<file path="src/rtl/swrw_pkg.sv">
// Shared types and constants for the sliding window row whitener.
// Used by the controller, the datapath and the top level.
package swrw_pkg;

    localparam int SAMPLE_W  = 16;
    localparam int CNT_W     = 7;
    localparam int ADDR_W    = 6;
    localparam int BUF_DEPTH = 64;
    localparam int WIN_W     = 6;
    localparam int BURST_W   = 6;
    localparam int MAX_BURST = 32;
    localparam int S_W       = 22;
    localparam int Q_W       = 38;
    localparam int D_W       = 44;
    localparam int QUO_W     = 32;
    localparam int ROOT_W    = 16;
    localparam int REM_W     = 18;
    localparam int IT_W      = 5;

    localparam logic [CNT_W-1:0] WRAP_AT  = 7'd96;
    localparam logic [CNT_W-1:0] WRAP_SUB = 7'd64;
    localparam logic [IT_W-1:0]  DIV_LAST = 5'd31;
    localparam logic [IT_W-1:0]  SQ_LAST  = 5'd15;

    typedef enum logic [3:0] {
        ST_IDLE,
        ST_CHECK,
        ST_RAW,
        ST_INIT,
        ST_ACC,
        ST_DRAIN,
        ST_MUL1,
        ST_MUL2,
        ST_MUL3,
        ST_DIV0,
        ST_DIV,
        ST_SQRT,
        ST_EMIT
    } state_t;

    typedef struct packed {
        logic accept;
        logic clear_row;
        logic raw_load;
        logic frame_init;
        logic acc_step;
        logic drain;
        logic mul1;
        logic mul2;
        logic mul3;
        logic div_init;
        logic div_step;
        logic sqrt_step;
        logic emit;
    } cmd_t;

    typedef struct packed {
        logic more;
        logic bypass;
        logic last_row;
        logic acc_last;
        logic early;
        logic it_done_div;
        logic it_done_sq;
        logic out_free;
    } sts_t;

endpackage

</file>
<file path="src/rtl/swrw_ctrl.sv">
// Sequencer of the row whitener: walks each frame through window sums, products and, unless
// it exits early, the long division and the square root; bypass frames are copied raw. Depends on swrw_pkg.
module swrw_ctrl (
    input  logic          aclk,
    input  logic          aresetn,
    input  logic          s_tvalid,
    output logic          s_tready,
    input  swrw_pkg::sts_t sts,
    output swrw_pkg::cmd_t cmd
);
    import swrw_pkg::*;

    state_t state_reg, state_next;

    always_ff @(posedge aclk) begin
        if (!aresetn) begin
            state_reg <= ST_IDLE;
        end else begin
            state_reg <= state_next;
        end
    end

    always_comb begin
        state_next = state_reg;
        cmd        = '0;
        s_tready   = 1'b0;
        unique case (state_reg)
            ST_IDLE: begin
                s_tready = 1'b1;
                if (s_tvalid) begin
                    cmd.accept = 1'b1;
                    state_next = ST_CHECK;
                end
            end
            ST_CHECK: begin
                if (sts.more) begin
                    state_next = sts.bypass ? ST_RAW : ST_INIT;
                end else begin
                    cmd.clear_row = sts.last_row;
                    state_next    = ST_IDLE;
                end
            end
            ST_RAW: begin
                cmd.raw_load = 1'b1;
                state_next   = ST_EMIT;
            end
            ST_INIT: begin
                cmd.frame_init = 1'b1;
                state_next     = ST_ACC;
            end
            ST_ACC: begin
                cmd.acc_step = 1'b1;
                if (sts.acc_last) begin
                    state_next = ST_DRAIN;
                end
            end
            ST_DRAIN: begin
                cmd.drain  = 1'b1;
                state_next = ST_MUL1;
            end
            ST_MUL1: begin
                cmd.mul1   = 1'b1;
                state_next = ST_MUL2;
            end
            ST_MUL2: begin
                cmd.mul2   = 1'b1;
                state_next = ST_MUL3;
            end
            ST_MUL3: begin
                cmd.mul3   = 1'b1;
                state_next = ST_DIV0;
            end
            ST_DIV0: begin
                cmd.div_init = 1'b1;
                state_next   = sts.early ? ST_EMIT : ST_DIV;
            end
            ST_DIV: begin
                cmd.div_step = 1'b1;
                if (sts.it_done_div) begin
                    state_next = ST_SQRT;
                end
            end
            ST_SQRT: begin
                cmd.sqrt_step = 1'b1;
                if (sts.it_done_sq) begin
                    state_next = ST_EMIT;
                end
            end
            ST_EMIT: begin
                if (sts.out_free) begin
                    cmd.emit   = 1'b1;
                    state_next = ST_CHECK;
                end
            end
            default: state_next = ST_IDLE;
        endcase
    end

endmodule

</file>
<file path="config.mk">
export PLATFORM = sky130hd
export DESIGN_NAME = swrw_ctrl
export DESIGN_NICKNAME = d
export VERILOG_FILES = /design/src/rtl/swrw_pkg.sv /design/src/rtl/swrw_ctrl.sv
export SDC_FILE = /design/constraint.sdc
export NUM_CORES = 1
export LEC_CHECK = 0
export ABC_AREA = 0
export BUFFER_PORTS_ARGS = -buffer_cell sky130_fd_sc_hd__buf_2
export CORE_AREA = 2 2 39 41
export CTS_CLUSTER_DIAMETER = 40
export DETAILED_ROUTE_END_ITERATION = 12
export DIE_AREA = 0 0 41 43
export PLACE_DENSITY_LB_ADDON = 0.1
export SLEW_MARGIN = 20
export SYNTH_ARGS = -nofsm -noshare
export SYNTH_HDL_FRONTEND = slang
export SYNTH_SLANG_ARGS = --single-unit
</file>
<file path="constraint.sdc">
create_clock -name aclk -period 1.8 [get_ports aclk]
set_input_delay 0.27 -clock aclk [delete_from_list [all_inputs] [get_ports aclk]]
set_output_delay 0.27 -clock aclk [all_outputs]
set_load 0.05 [all_outputs]
</file>
==> summary.txt <==
Synth
  • Mapped Area: 483 µm²
  • Seq/Total Area, Yosys: 16.6%
  • Syn avg cell area: 6.90 µm²
  • Mapped Nets: 81
  • Yosys reg bits: 4
  • Ys Warns: 0
  • Synth unique cells: 29
  • Post-Syn Instances: 70

CTS
  • Clock transition at path regs: 0.04 ns
  • Postcts setup bufs: 0
  • Clock sink count: 4
  • H-tree levels: 1
  • TritonCTS clock tree: yes
  • Clock root cell: clkbuf_4
  • Resized Gates After CTS: 0
  • Hold_buf cts: 0
  • Total CTS buffers: 3
  • Max Root-Sink Buffers: 2
  • Clk Latency, worst-skew pair: 0.23 ns

Cells and area
  • Fin cells: 112
  • Finished Cell Area: 728 µm²
  • # fillers: 144
  • Area grow syn2layout: 50.8%
  • Layout cells sized above 1: 51.0%
  • Max reg flops: 4
  • Layout Nets: 109
  • Ant. Diodes: 0

Place
  • HPWL after detailed placement: 1.03 mm
  • Routability congestion estimate: 0.840
  • Port bufs: 24
  • Placed cell area: 694 µm²
  • Placed Cells: 109

Worst hold path
  • Worst Hold Endpoint: state_reg[1]$_SDFFE_PN0P_
  • Hold path start: aresetn
  • Hold Path Depth: 2
  • Hold crit path type: in -> reg

Worst setup path
  • Arr. time, crit path: 1.44 ns
  • Critical Path RT: 1.53 ns
  • Startpoint Class: register
  • Capturing point of the worst reg2reg path: state_reg[2]$_SDFFE_PN0P_
  • Worst flop-to-flop path startpoint: state_reg[2]$_SDFFE_PN0P_
  • Worst reg-to-reg setup slack: 0.22 ns
  • Reg2Reg Depth: 4
  • Critical path class: reg -> out
  • CP Capture Type: output pin
  • Worst-path fanout max: 9

STA
  • Hold slack: 0.308 ns
  • Pins Over Slew Limit: 0
  • Final Hold Vio Count: 0
  • Clk_skew: 0.000254 ns
  • FMAX: 584 MHz
  • Slew @ Worst Pin: 0.363 ns
  • Fin crit share: 95.2%
  • Endpoints failing setup: 0
  • Slew HR: 75.8%
  • Tmin final: 1.71 ns
  • RSZ-0062 raised after global routing: no

Power
  • PD cells: 1720 nW/µm²
  • Maximum vdd drop: 0.00131 V
  • Leakage: 0.329 nW

GRT
  • Gr ovfl total: 0
  • Global-route wire length before repair: 2.13 mm
  • Vias in the first global route: 516
  • GR Util All Layers: 17.1%
  • Pin count of the biggest net entering global routing: 12
  • Antenna violations before repair: 0

Detailed routing
  • Initial DRC Count: 9
  • Avg Vias per Cell: 5.11
  • DR WL/cell: 11.7 µm
  • Antenna-violating nets left: 0
  • Drt first pass iters: 4
  • DR DRC count: 0
  • Total routed wirelength: 1.31 mm
  • Routed vias: 572

Floorplan
  • # IOs: 25
  • Rows: 14
  • Die height: 43 µm
  • Initial Utilization: 34.9%
  • Core area: 1380 µm²
  • Die width: 41 µm
  • Die area: 1760 µm²

Run status
  • Run status: finished, final reports clean

Run
  • Max Cap Viol: 0
==> final cells by class <==
class                           count  area, µm²  share of cell area (%)
Timing Repair Buffer               31        178                    24.4
Tap cell                           16       20.0                    2.75
Inverter                            3       11.3                    1.55
Clock buffer                        3       22.5                    3.09
Multi-Input combinational cell     55        413                    56.7
Sequential cell                     4       83.8                    11.5
==> layout by cell type, fill, tap and decap left out, drive strengths merged, types with 2 or more instances in the layout <==
cell    synthesis  layout
buf             5      29
nor2            8       8
nor3            8       8
a21oi           6       6
nand2b          6       6
nand2           5       5
clkbuf          3       5
dfxtp           4       4
inv             3       3
nor4            3       3
nor3b           3       3
nor2b           2       2
mux2            2       2
==> worst max-delay path by stage <==
stage,startpoint,to,slack [ns],depth (start not counted)
4_1_cts,state_reg[3]$_SDFFE_PN0P_,cmd[11],0.04,3
6_report,state_reg[2]$_SDFFE_PN0P_,cmd[6],0.09,4
3_3_place_gp,state_reg[2]$_SDFFE_PN0P_,state_reg[2]$_SDFFE_PN0P_,0.19,4
5_1_grt,state_reg[2]$_SDFFE_PN0P_,cmd[6],0.005,4
3_5_place_dp,state_reg[2]$_SDFFE_PN0P_,state_reg[2]$_SDFFE_PN0P_,0.22,4
2_1_floorplan,state_reg[3]$_SDFFE_PN0P_,cmd[12],-0.37,4
==> Yosys cell counts <==
library cell	instances	share of area [%]
nor2b_1	2	2.6
inv_1	3	2.3
o31ai_1	1	1.6
buf_2	3	3.1
and3_1	1	1.3
nor3b_1	2	3.1
nand2b_1	5	6.5
nor3b_2	1	2.6
buf_6	2	4.7
nand2b_2	1	1.8
and2_1	1	1.3
o221a_1	1	2.3
a32o_1	1	2.1
nor4_1	3	3.9
nand2_1	5	3.9
o31a_1	1	1.8
o21bai_1	1	1.6
dfxtp_1	4	17
mux2_4	1	3.1
nor2_1	8	6.2
a32oi_1	1	1.8
clkbuf_1	3	2.3
nor3_1	8	8.3
o22ai_1	1	1.3
a21oi_1	6	6.2
mux2i_1	1	2.1
a211oi_1	1	1.6
a311oi_1	1	1.8
mux2_2	1	2.3
==> cells by family (layout without fill, tap and decap cells) <==
| kind of cell | count (synthesis) | count (layout) | synth area share [%] |
|---|---|---|---|
| and+or+nand+nor | 37 | 37 | 41.5 |
| AOI/OAI and AO/OA | 15 | 15 | 22.0 |
| buffers and inverters | 11 | 37 | 12.4 |
| DFF | 4 | 4 | 16.6 |
| muxes | 3 | 3 | 7.51 |
==> worst max-delay path: stages (launching register included) <==
cell and delay (ns):
dfxtp_1 0.53, buf_4 0.22, nand2_1 0.08, nor3_2 0.10, buf_2 0.28
==> report_power, final <==
part / switching (mW) / internal [mW]
clock: 0.0350 / 0.0745
combinational: 0.567 / 0.341
sequential: 0.101 / 0.130
total: 0.703 / 0.546
==> routing by layer <==
metal / share of wire, % / routed length [µm] / GRT usage [%] / vias to the layer above
li1: - / - / - / 305
met1: 48 / 627 / 22.3 / 251
met2: 47 / 622 / 26.9 / 16
met3: 4.8 / 63 / 1.57 / 0
met4: 0 / 0 / 8.00 / 0
met5: 0 / 0 / 0 / -
==> per-stage QoR <==
step	setup WS [ns]	TNS [ns]	utilization, %	total power [mW]
2_1_floorplan	-0.370	-1.58	-	0.942
3_3_place_gp	0.194	0	50.2	1.13
3_5_place_dp	0.222	0	50.2	1.12
4_1_cts	0.0355	0	51.8	1.24
5_1_grt	0.00537	0	52.6	1.34
6_report	0.0866	0	52.6	1.25
(Power assumes the default switching activity.)
